<file path="src/rtl/vsst_pkg.sv">
// ----------------------------------------------------------------------------
// vsst_pkg
// shared types and constants for the step-toward vector block
// ----------------------------------------------------------------------------
`timescale 1ns / 1ps

package vsst_pkg;

	// step length register width, fixed by the register map
	localparam int STEP_W = 15;

	// configuration register index
	localparam int CFG_IDX_W = 2;

	typedef enum logic [CFG_IDX_W-1:0] {
		REG_TARGET_X    = 2'd0,
		REG_TARGET_Y    = 2'd1,
		REG_STEP_LENGTH = 2'd2
	} vsst_reg_t;

	// request mode codes
	typedef enum logic {
		MODE_LOAD = 1'b0,
		MODE_TICK = 1'b1
	} vsst_mode_t;

	// countdown for the serial step multiplier
	localparam int PCNT_W = $clog2(STEP_W + 1);

	typedef enum logic [2:0] {
		ST_IDLE,
		ST_SQR,
		ST_ROOT,
		ST_CHECK,
		ST_DIV,
		ST_APPLY,
		ST_OUT
	} vsst_state_t;

endpackage

</file>
<file path="src/rtl/vsst_item_if.sv">
// ----------------------------------------------------------------------------
// vsst_item_if
// request channel: load or tick request with valid/ready handshake
// ----------------------------------------------------------------------------
`timescale 1ns / 1ps

interface vsst_item_if #(
	parameter int VALUE_WIDTH = 16
);
	logic                   valid;
	logic                   ready;
	logic                   mode;
	logic [VALUE_WIDTH-1:0] load_x;
	logic [VALUE_WIDTH-1:0] load_y;
	logic                   active;

	modport source (output valid, output mode, output load_x, output load_y,
		output active, input ready);
	modport sink (input valid, input mode, input load_x, input load_y,
		input active, output ready);
endinterface

</file>
<file path="src/rtl/vsst_result_if.sv">
// ----------------------------------------------------------------------------
// vsst_result_if
// result channel: current value and done flag with valid/ready handshake
// ----------------------------------------------------------------------------
`timescale 1ns / 1ps

interface vsst_result_if #(
	parameter int VALUE_WIDTH = 16
);
	logic                   valid;
	logic                   ready;
	logic [VALUE_WIDTH-1:0] cur_x;
	logic [VALUE_WIDTH-1:0] cur_y;
	logic                   done_res;

	modport source (output valid, output cur_x, output cur_y, output done_res,
		input ready);
	modport sink (input valid, input cur_x, input cur_y, input done_res,
		output ready);
endinterface

</file>
<file path="src/rtl/vector_scale_step_toward.sv">
// ----------------------------------------------------------------------------
// vector_scale_step_toward
// sequence: a load, an inactive tick or a tick after done goes from idle
//   straight to the output state; a tick that snaps onto the target passes
//   the squares, root and check states first, and a moving tick also the
//   divide and apply states, set by the bit-serial squares, root and divide
//   loops; the output state waits while the result side holds the register
// requests: one at a time, the next is taken once the block is back in
//   idle, as the result is registered; reset puts the value at 256, 256 and clears done
// ----------------------------------------------------------------------------
`timescale 1ns / 1ps

module vector_scale_step_toward #(
	parameter int VALUE_WIDTH = 16
) (
	input  logic                                  clk,
	input  logic                                  arst_n,
	input  logic                                  cfg_wr_en,
	input  logic [vsst_pkg::CFG_IDX_W-1:0]        cfg_index,
	input  logic [((VALUE_WIDTH > vsst_pkg::STEP_W) ? VALUE_WIDTH
		: vsst_pkg::STEP_W)-1:0]                   cfg_data,
	vsst_item_if.sink                             item,
	vsst_result_if.source                         result
);
	import vsst_pkg::*;

	// widths of the serial datapath
	localparam int W     = VALUE_WIDTH;
	localparam int DW    = W + 1;          // root (distance) width
	localparam int SW    = 2 * W + 2;      // sum of squares, padded to even
	localparam int PW    = W + STEP_W;     // step times offset
	localparam int CW    = $clog2(W + 2);  // loop counter
	localparam int MW    = (DW > STEP_W) ? DW : STEP_W;
	localparam logic [W-1:0] RESET_VAL = W'(256);
	localparam logic [STEP_W-1:0] RESET_STEP = STEP_W'(16);

	// configuration registers
	logic [W-1:0]      tgt_x_q, tgt_y_q;
	logic [STEP_W-1:0] step_q;

	// architectural state
	logic [W-1:0] cur_x_q, cur_y_q;
	logic         reached_q;

	// control
	vsst_state_t state_q, state_d;
	logic [CW-1:0] cnt_q;
	logic take, move_start, out_load;

	// offset signs of the move in progress
	logic         sgnx_q, sgny_q;

	// squares unit: shift-add of ax*ax + ay*ay, one multiplier bit a cycle
	logic [W-1:0]  sbx_q, sby_q;
	logic [SW-1:0] smx_q, smy_q, sum_q;

	// step multiplier: step*ax and step*ay, one step bit a cycle
	logic [STEP_W-1:0] pst_q;
	logic [PW-1:0]     pmx_q, pmy_q, nx_q, ny_q;
	logic [PCNT_W-1:0] pcnt_q;

	// square root: restoring digit recurrence, one root bit a cycle
	logic [W+1:0] rrem_q;
	logic [DW-1:0] root_q;

	// dividers: remainder and dividend/quotient shift registers
	logic [DW-1:0] drx_q, dry_q;
	logic [W-1:0]  dqx_q, dqy_q;

	// output register
	logic         res_valid_q;
	logic [W-1:0] res_x_q, res_y_q;
	logic         res_done_q;

	// offsets from the current value to the target at request time
	logic signed [W:0] dx_c, dy_c;
	logic [W:0]        ndx_c, ndy_c;
	logic [W-1:0]      ax_c, ay_c;

	assign dx_c  = $signed({tgt_x_q[W-1], tgt_x_q}) - $signed({cur_x_q[W-1], cur_x_q});
	assign dy_c  = $signed({tgt_y_q[W-1], tgt_y_q}) - $signed({cur_y_q[W-1], cur_y_q});
	assign ndx_c = -dx_c;
	assign ndy_c = -dy_c;
	assign ax_c  = dx_c[W] ? ndx_c[W-1:0] : dx_c[W-1:0];
	assign ay_c  = dy_c[W] ? ndy_c[W-1:0] : dy_c[W-1:0];

	// root step: bring down two radicand bits, try root*4+1
	logic [W+3:0] rem2_c, trial_c;
	logic         rfit_c;

	assign rem2_c  = {rrem_q, sum_q[SW-1:SW-2]};
	assign trial_c = (W+4)'({root_q, 2'b01});
	assign rfit_c  = rem2_c >= trial_c;

	// divide step: bring down one dividend bit, try the distance
	logic [DW:0] drx2_c, dry2_c;
	logic        qx_c, qy_c;

	assign drx2_c = {drx_q, dqx_q[W-1]};
	assign dry2_c = {dry_q, dqy_q[W-1]};
	assign qx_c   = drx2_c >= {1'b0, root_q};
	assign qy_c   = dry2_c >= {1'b0, root_q};

	// signed moves from the quotients
	logic [W:0] qx_e, qy_e, mvx_c, mvy_c;

	assign qx_e  = {1'b0, dqx_q};
	assign qy_e  = {1'b0, dqy_q};
	assign mvx_c = sgnx_q ? -qx_e : qx_e;
	assign mvy_c = sgny_q ? -qy_e : qy_e;

	// snap when the distance is zero or shorter than one step
	logic snap_c;

	assign snap_c = (root_q == '0) || (MW'(root_q) < MW'(step_q));

	// request side is open whenever no request is in flight
	assign item.ready      = (state_q == ST_IDLE);
	assign result.valid    = res_valid_q;
	assign result.cur_x    = res_x_q;
	assign result.cur_y    = res_y_q;
	assign result.done_res = res_done_q;

	// ---------------------------------------------------------------------
	// sequencer
	// ---------------------------------------------------------------------
	always_ff @(posedge clk or negedge arst_n) begin
		if (!arst_n) begin
			state_q <= ST_IDLE;
		end else begin
			state_q <= state_d;
		end
	end

	always_comb begin
		state_d    = state_q;
		take       = 1'b0;
		move_start = 1'b0;
		out_load   = 1'b0;
		unique case (state_q)
			ST_IDLE: begin
				take = item.valid;
				if (item.valid) begin
					// only an active tick that is not yet done moves
					if (item.mode == MODE_TICK && item.active && !reached_q) begin
						move_start = 1'b1;
						state_d    = ST_SQR;
					end else begin
						state_d = ST_OUT;
					end
				end
			end
			ST_SQR: begin
				if (cnt_q == CW'(1)) state_d = ST_ROOT;
			end
			ST_ROOT: begin
				if (cnt_q == CW'(1)) state_d = ST_CHECK;
			end
			ST_CHECK: begin
				state_d = snap_c ? ST_OUT : ST_DIV;
			end
			ST_DIV: begin
				if (cnt_q == CW'(1)) state_d = ST_APPLY;
			end
			ST_APPLY: begin
				state_d = ST_OUT;
			end
			ST_OUT: begin
				// hand the result over once the output register is free
				if (!res_valid_q || result.ready) begin
					out_load = 1'b1;
					state_d  = ST_IDLE;
				end
			end
			default: begin
				state_d = ST_IDLE;
			end
		endcase
	end

	// ---------------------------------------------------------------------
	// configuration and architectural state
	// ---------------------------------------------------------------------
	always_ff @(posedge clk or negedge arst_n) begin
		if (!arst_n) begin
			tgt_x_q   <= RESET_VAL;
			tgt_y_q   <= RESET_VAL;
			step_q    <= RESET_STEP;
			cur_x_q   <= RESET_VAL;
			cur_y_q   <= RESET_VAL;
			reached_q <= 1'b0;
		end else begin
			if (cfg_wr_en) begin
				unique case (cfg_index)
					REG_TARGET_X:    tgt_x_q <= cfg_data[W-1:0];
					REG_TARGET_Y:    tgt_y_q <= cfg_data[W-1:0];
					REG_STEP_LENGTH: step_q  <= cfg_data[STEP_W-1:0];
					default: ;  // unmapped index, write dropped
				endcase
			end
			// load applies whatever active says, and clears done
			if (take && item.mode == MODE_LOAD) begin
				cur_x_q   <= item.load_x;
				cur_y_q   <= item.load_y;
				reached_q <= 1'b0;
			end
			if (state_q == ST_CHECK && snap_c) begin
				cur_x_q   <= tgt_x_q;
				cur_y_q   <= tgt_y_q;
				reached_q <= 1'b1;
			end
			if (state_q == ST_APPLY) begin
				cur_x_q <= cur_x_q + mvx_c[W-1:0];
				cur_y_q <= cur_y_q + mvy_c[W-1:0];
			end
		end
	end

	// ---------------------------------------------------------------------
	// loop counters and output valid
	// ---------------------------------------------------------------------
	always_ff @(posedge clk or negedge arst_n) begin
		if (!arst_n) begin
			cnt_q       <= '0;
			pcnt_q      <= '0;
			res_valid_q <= 1'b0;
		end else begin
			priority if (move_start) begin
				cnt_q <= CW'(W);
			end else if (state_q == ST_SQR && cnt_q == CW'(1)) begin
				cnt_q <= CW'(DW);
			end else if (state_q == ST_CHECK) begin
				cnt_q <= CW'(W);
			end else if (cnt_q != '0) begin
				cnt_q <= cnt_q - CW'(1);
			end

			// step multiplier runs alongside squares and root; it is
			// done long before the divide needs it
			if (move_start) begin
				pcnt_q <= PCNT_W'(STEP_W);
			end else if (pcnt_q != '0) begin
				pcnt_q <= pcnt_q - PCNT_W'(1);
			end

			if (out_load) begin
				res_valid_q <= 1'b1;
			end else if (result.ready) begin
				res_valid_q <= 1'b0;
			end
		end
	end

	// ---------------------------------------------------------------------
	// serial datapath
	// ---------------------------------------------------------------------
	always_ff @(posedge clk) begin
		if (move_start) begin
			sgnx_q <= dx_c[W];
			sgny_q <= dy_c[W];
			sbx_q  <= ax_c;
			sby_q  <= ay_c;
			smx_q  <= SW'(ax_c);
			smy_q  <= SW'(ay_c);
			sum_q  <= '0;
			pst_q  <= step_q;
			pmx_q  <= PW'(ax_c);
			pmy_q  <= PW'(ay_c);
			nx_q   <= '0;
			ny_q   <= '0;
		end else begin
			// sum of squares, lowest multiplier bit first
			if (state_q == ST_SQR) begin
				sum_q <= sum_q + (sbx_q[0] ? smx_q : '0) + (sby_q[0] ? smy_q : '0);
				sbx_q <= sbx_q >> 1;
				sby_q <= sby_q >> 1;
				smx_q <= smx_q << 1;
				smy_q <= smy_q << 1;
			end

			// radicand leaves from the top, two bits a cycle
			if (state_q == ST_ROOT) begin
				sum_q <= sum_q << 2;
			end

			if (pcnt_q != '0) begin
				nx_q  <= nx_q + (pst_q[0] ? pmx_q : '0);
				ny_q  <= ny_q + (pst_q[0] ? pmy_q : '0);
				pst_q <= pst_q >> 1;
				pmx_q <= pmx_q << 1;
				pmy_q <= pmy_q << 1;
			end
		end

		if (state_q == ST_SQR) begin
			rrem_q <= '0;
			root_q <= '0;
		end else if (state_q == ST_ROOT) begin
			if (rfit_c) begin
				rrem_q <= (W+2)'(rem2_c - trial_c);
				root_q <= {root_q[DW-2:0], 1'b1};
			end else begin
				rrem_q <= rem2_c[W+1:0];
				root_q <= {root_q[DW-2:0], 1'b0};
			end
		end

		// quotient fits W bits since step <= distance; the upper product
		// bits therefore start out below the distance
		if (state_q == ST_CHECK) begin
			drx_q <= DW'(nx_q >> W);
			dry_q <= DW'(ny_q >> W);
			dqx_q <= nx_q[W-1:0];
			dqy_q <= ny_q[W-1:0];
		end else if (state_q == ST_DIV) begin
			drx_q <= qx_c ? DW'(drx2_c - {1'b0, root_q}) : drx2_c[DW-1:0];
			dry_q <= qy_c ? DW'(dry2_c - {1'b0, root_q}) : dry2_c[DW-1:0];
			dqx_q <= {dqx_q[W-2:0], qx_c};
			dqy_q <= {dqy_q[W-2:0], qy_c};
		end

		if (out_load) begin
			res_x_q    <= cur_x_q;
			res_y_q    <= cur_y_q;
			res_done_q <= reached_q;
		end
	end

endmodule
</file>
<file path="src/flat_wrapper.sv">
// flat-port wrapper written by rule: the top's interface ports become plain ports
module vector_scale_step_toward_flat import vsst_pkg::*;
#(
	parameter int VALUE_WIDTH = 16
)
  (clk, arst_n, cfg_wr_en, cfg_index, cfg_data, item_valid, item_mode, item_load_x, item_load_y, item_active, item_ready, result_valid, result_cur_x, result_cur_y, result_done_res, result_ready);
  vsst_item_if #(.VALUE_WIDTH(VALUE_WIDTH)) item_i ();
  vsst_result_if #(.VALUE_WIDTH(VALUE_WIDTH)) result_i ();
  input  logic clk;
  input  logic arst_n;
  input  logic cfg_wr_en;
  input  logic [vsst_pkg::CFG_IDX_W-1:0] cfg_index;
  input  logic [((VALUE_WIDTH > vsst_pkg::STEP_W) ? VALUE_WIDTH
		: vsst_pkg::STEP_W)-1:0] cfg_data;
  input wire logic [$bits(item_i.valid)-1:0] item_valid;
  input wire logic [$bits(item_i.mode)-1:0] item_mode;
  input wire logic [$bits(item_i.load_x)-1:0] item_load_x;
  input wire logic [$bits(item_i.load_y)-1:0] item_load_y;
  input wire logic [$bits(item_i.active)-1:0] item_active;
  output wire logic [$bits(item_i.ready)-1:0] item_ready;
  output wire logic [$bits(result_i.valid)-1:0] result_valid;
  output wire logic [$bits(result_i.cur_x)-1:0] result_cur_x;
  output wire logic [$bits(result_i.cur_y)-1:0] result_cur_y;
  output wire logic [$bits(result_i.done_res)-1:0] result_done_res;
  input wire logic [$bits(result_i.ready)-1:0] result_ready;
  assign item_i.valid = item_valid;
  assign item_i.mode = item_mode;
  assign item_i.load_x = item_load_x;
  assign item_i.load_y = item_load_y;
  assign item_i.active = item_active;
  assign item_ready = item_i.ready;
  assign result_valid = result_i.valid;
  assign result_cur_x = result_i.cur_x;
  assign result_cur_y = result_i.cur_y;
  assign result_done_res = result_i.done_res;
  assign result_i.ready = result_ready;
  vector_scale_step_toward #(.VALUE_WIDTH(VALUE_WIDTH)) u_core (.clk(clk), .arst_n(arst_n), .cfg_wr_en(cfg_wr_en), .cfg_index(cfg_index), .cfg_data(cfg_data), .item(item_i), .result(result_i));
endmodule
</file>
<file path="config.mk">
export PLATFORM = sky130hd
export DESIGN_NAME = vector_scale_step_toward_flat
export DESIGN_NICKNAME = d
export VERILOG_FILES = /design/src/rtl/vsst_pkg.sv /design/src/rtl/vsst_item_if.sv /design/src/rtl/vsst_result_if.sv /design/src/rtl/vector_scale_step_toward.sv /design/src/flat_wrapper.sv
export SDC_FILE = /design/constraint.sdc
export NUM_CORES = 2
export LEC_CHECK = 0
export ABC_AREA = 1
export BUFFER_PORTS_ARGS = -buffer_cell sky130_fd_sc_hd__buf_2
export CAP_MARGIN = 20
export CORE_UTILIZATION = 40
export CTS_CLUSTER_SIZE = 40
export DETAILED_ROUTE_END_ITERATION = 8
export HOLD_SLACK_MARGIN = 0.06
export PLACE_DENSITY = 0.51
export SETUP_SLACK_MARGIN = 0.1
export SKIP_CTS_REPAIR_TIMING = 1
export SLEW_MARGIN = 20
export SYNTH_ARGS = -nofsm -noshare
export SYNTH_HDL_FRONTEND = slang
export SYNTH_SLANG_ARGS = --single-unit
export TNS_END_PERCENT = 5
</file>
<file path="constraint.sdc">
create_clock -name clk -period 8.3 [get_ports clk]
set_clock_uncertainty 0.15 [all_clocks]
set_input_delay 2.49 -clock clk [delete_from_list [all_inputs] [get_ports clk]]
set_output_delay 2.49 -clock clk [all_outputs]
set_load 0.01 [all_outputs]
</file>
==> results list <==
* GRT Resource Usage Total: ~26%
- Setup violations, final: 0
- STA classifies the critical path endpoint as a flip-flop.
- Root cell of the clock tree: sky130_fd_sc_hd__clkbuf_16
- Dividing the detail-routed via count by the number of cells gives 5.16.
- Ordered cell list for the critical path: buf_2 > nand3_1 > nor2_1 > nand2_8 > clkinv_2 > nor2_4 > inv_1 > a21oi_1 > o21ai_0 > nand2_1
- The critical path is of the in2reg type.
- Synthesis inferred 502 register bits.
* Crit path launch type: primary input
* Router iterations before antenna repair: 6
- Placeable Area: roughly 87000 sq um
* Commonest cells after routing, fill and taps aside: 1547 x sky130_fd_sc_hd__nand2_1, 777 x sky130_fd_sc_hd__inv_1, 379 x sky130_fd_sc_hd__nor2_1
- Worst r2r path cells: 12
* Via total after detailed routing: approximately 33000
- Post-layout min period: 5.21 ns
- After Yosys synthesis, and, or, nand and nor cells account for ~28% of the synthesized area.
- Class of the worst hold path: reg2reg
* Cell area after synthesis: around 36000 sq um
* Rows: between 100 and 150
- Counting the buffers created by CTS gives 66.
* Number of nets in the layout: approximately 5500
- Post-DP HPWL: 89000 um
- Worst vdd ir: 0.282 mV
- Pin count of the biggest net entering global routing: 82
- Number of buffers added on ports: a little over 90
- TritonCTS built the clock tree.
- Grt total ovfl: 0
- In the routed design, unresolved DRC markers number 0.
- For flop-to-flop paths, the worst setup slack is roughly 4.2 ns.
- In this run the remaining antenna-violating nets after routing total 0.
* I/O pin total: between 90 and 100
- Actual transition at the worst max-transition pin: about 1.1 ns
- Endpoint of the worst-slack reg-to-reg timing path: u_core.dqx_q[0]$_DFFE_PP_
- Routability cong.: approximately 0.88
* Die height: between 200 and 300 um
- The later pin in the worst-skew pair is clocked with a latency of about 0.63 ns.
- Number of H-tree levels: 3
* Die ar.: between 80000 and 90000 sq um
* Max Transition Viols Final: 0
* Synthesis-to-finish area growth: 10.4%
- Source of the worst hold timing path: u_core.reached_q$_DFFE_PN0P_
- Run status: finished, final reports clean
- Yosys warnings: 0
* Endpoint, Worst Hold: u_core.result.done_res$_DFFE_PP_
* Count of max-cap constraint violations: 0
- Delay of the slowest cell on the worst path: roughly 0.96 ns
- For this configuration, the core starts out at a cell density of around two fifths.
* Non-Filler Cell Area, Final: around 39000 sq um
- The number of placed instances, taps included, is 6231.
- Proportion of synthesized flip-flops having asynchronous set or reset: between 10% and 20%
- Clock-pin transition on the worst setup and hold timing paths: 0.06 ns
- Counting distinct cell types in the post-synthesis netlist gives 61.
* Leading cell type in the layout, fill and taps excluded: sky130_fd_sc_hd__nand2_1
- Of the total synthesized cell area, the portion taken by full adders, half adders and majority gates is between 10% and 20%.
- Worst-case headroom to the max-slew limit: between 20% and 30%
- Largest family of logic cells by synthesized area: simple AND/OR/NAND/NOR gates
- Critical Path Fanout Max: a little over 80
- Average wire per cell in the routed design: 18.4 um
- In this run, synthesis inferred 208 flip-flops with an integrated enable.
* Layout cells sized above 1: roughly 6%
- Violation count after the first detailed-routing iteration: 2610
* Clock sink count: 502
* Share of synthesized area spent on multiplexers: 0%
* Avg Synthesized Cell Area: approximately 7 sq um
* Arrival @ worst endpoint: around 5.6 ns
* Mapped Cells: slightly above 5000
* Reg-to-Reg Start: u_core.dqx_q[15]$_DFFE_PP_
* RSZ-0062 raised after global routing: no
- After detailed placement, the total cell area comes to 37100 sq um.
* Power per unit of standard cell area: around 460 nW/um^2
- Data on the critical path is required at its endpoint by 8.72 ns.
* XOR/XNOR Fraction of Synth Area: under 10%
- The analysis attributes to cell leakage a power of about 20 nW.
- Endpoints failing hold: 0
- Via count of the first global-routing pass: between 30000 and 40000
* Compound-cell area share of the yosys netlist: around 14%
- Max Fclk: about 0.19 GHz
- Wire length of the first global-routing pass: between 150000 and 200000 um
- Final Routed Wirelength: 117000 um
* Total Power: around 18 mW
- The share of the Yosys chip area taken by registers is between 30% and 40%.
- Number of antenna violations at the first check in global routing: 10
- Die Width: approximately 300 um
- CP max-delay cell: sky130_fd_sc_hd__nor2_4
* Max Root-Sink Buffers: 3
- Period utilisation layout: a little over three fifths
- Post-synth top flop: sky130_fd_sc_hd__edfxtp_1
- Along the worst hold path, the cell count comes to 0.
- Count of placed standard cells in the final layout, fillers left out: 6354
- TNS Setup: 0 ns
- Post-Syn Nets: roughly 5400
-- state kept, by name (all words and copies together), names as in the netlist, 17 cells and up --
signal,flops
u_core.dry_q,17
u_core.rrem_q,18
u_core.sum_q,34
u_core.ny_q,31
u_core.drx_q,17
u_core.smy_q,34
u_core.nx_q,31
u_core.pmy_q,31
u_core.root_q,17
u_core.pmx_q,31
u_core.smx_q,34
-- routing by layer --
metal	GRT usage (%)	vias up	wire [um]
met5	0	-	0
met1	38.1	15400	58000
met3	2.60	122	5100
met2	41.0	680	51400
li1	-	16600	-
met4	5.61	0	2310
-- power by group --
group          internal [mW]  switching (mW)
Sequential              3.85           0.865
Clock                   1.60            1.20
Combinational           3.52            7.12
-- kinds of logic after synthesis --
logic type | after synthesis
and+or+nand+nor | 2405
buffers and inverters | 940
AOI/OAI and AO/OA | 887
DFF | 502
adders and majority gates | 271
xor gates and xnor gates | 93
-- metrics by stage --
step                      util, %  worst slack, ns  hold WS (ns)
final                        44.9             3.09         0.298
after global routing         44.9             2.79         0.325
after CTS                    44.9             3.12         0.301
after floorplan                 -             3.05         0.275
after global placement       42.5             2.49         0.288
after detailed placement     42.5             2.46         0.288
-- cells in the mapped netlist, drive strengths merged (32+ instances only) --
| cell | count | share of area, % |
|---|---|---|
| nand4 | 32 | 0.58 |
| inv | 792 | 8.4 |
| o22ai | 38 | 0.67 |
| dfrtp | 88 | 6.2 |
| nor3 | 50 | 0.73 |
| a22oi | 36 | 0.76 |
| nand3 | 317 | 4.6 |
| clkbuf | 95 | 1.0 |
| xor2 | 56 | 1.4 |
| a21oi | 300 | 4.3 |
| nand2 | 1563 | 17 |
| xnor2 | 37 | 0.91 |
| buf | 51 | 0.73 |
| fa | 42 | 2.4 |
| dfxtp | 201 | 11 |
| ha | 229 | 8.1 |
| a31oi | 34 | 0.60 |
| nor2 | 391 | 4.2 |
| edfxtp | 208 | 18 |
| o21ai | 371 | 5.3 |
-- worst max path at each step --
stage	start	endpoint	cells after the start
final	item_active	u_core.ny_q[14]$_SDFFE_PP0P_	10
after detailed placement	item_active	u_core.ny_q[14]$_SDFFE_PP0P_	10
after floorplan	item_active	u_core.sbx_q[0]$_DFFE_PP_	6
after global routing	item_mode	u_core.ny_q[14]$_SDFFE_PP0P_	10
after CTS	item_active	u_core.ny_q[14]$_SDFFE_PP0P_	10
after global placement	item_mode	u_core.ny_q[14]$_SDFFE_PP0P_	10
-- worst max-delay path: cells and delay by family --
family / cells / cell delay [ns]
AOI/OAI and AO/OA: 2 / 0.30
buffers and inverters: 3 / 1.10
and+or+nand+nor: 5 / 1.64
-- cell type report --
cell class	count	area, sq um
Sequential cell	502	12600
Fill cell	9243	48100
Clock inverter	34	285
Multi-Input combinational cell	3656	19400
Timing Repair Buffer	125	726
Clock buffer	87	1790
Inverter	794	2990
Antenna cell	1	2.50
Tap cell	1155	1450
Note: power is estimated with default switching activity, not from simulation.
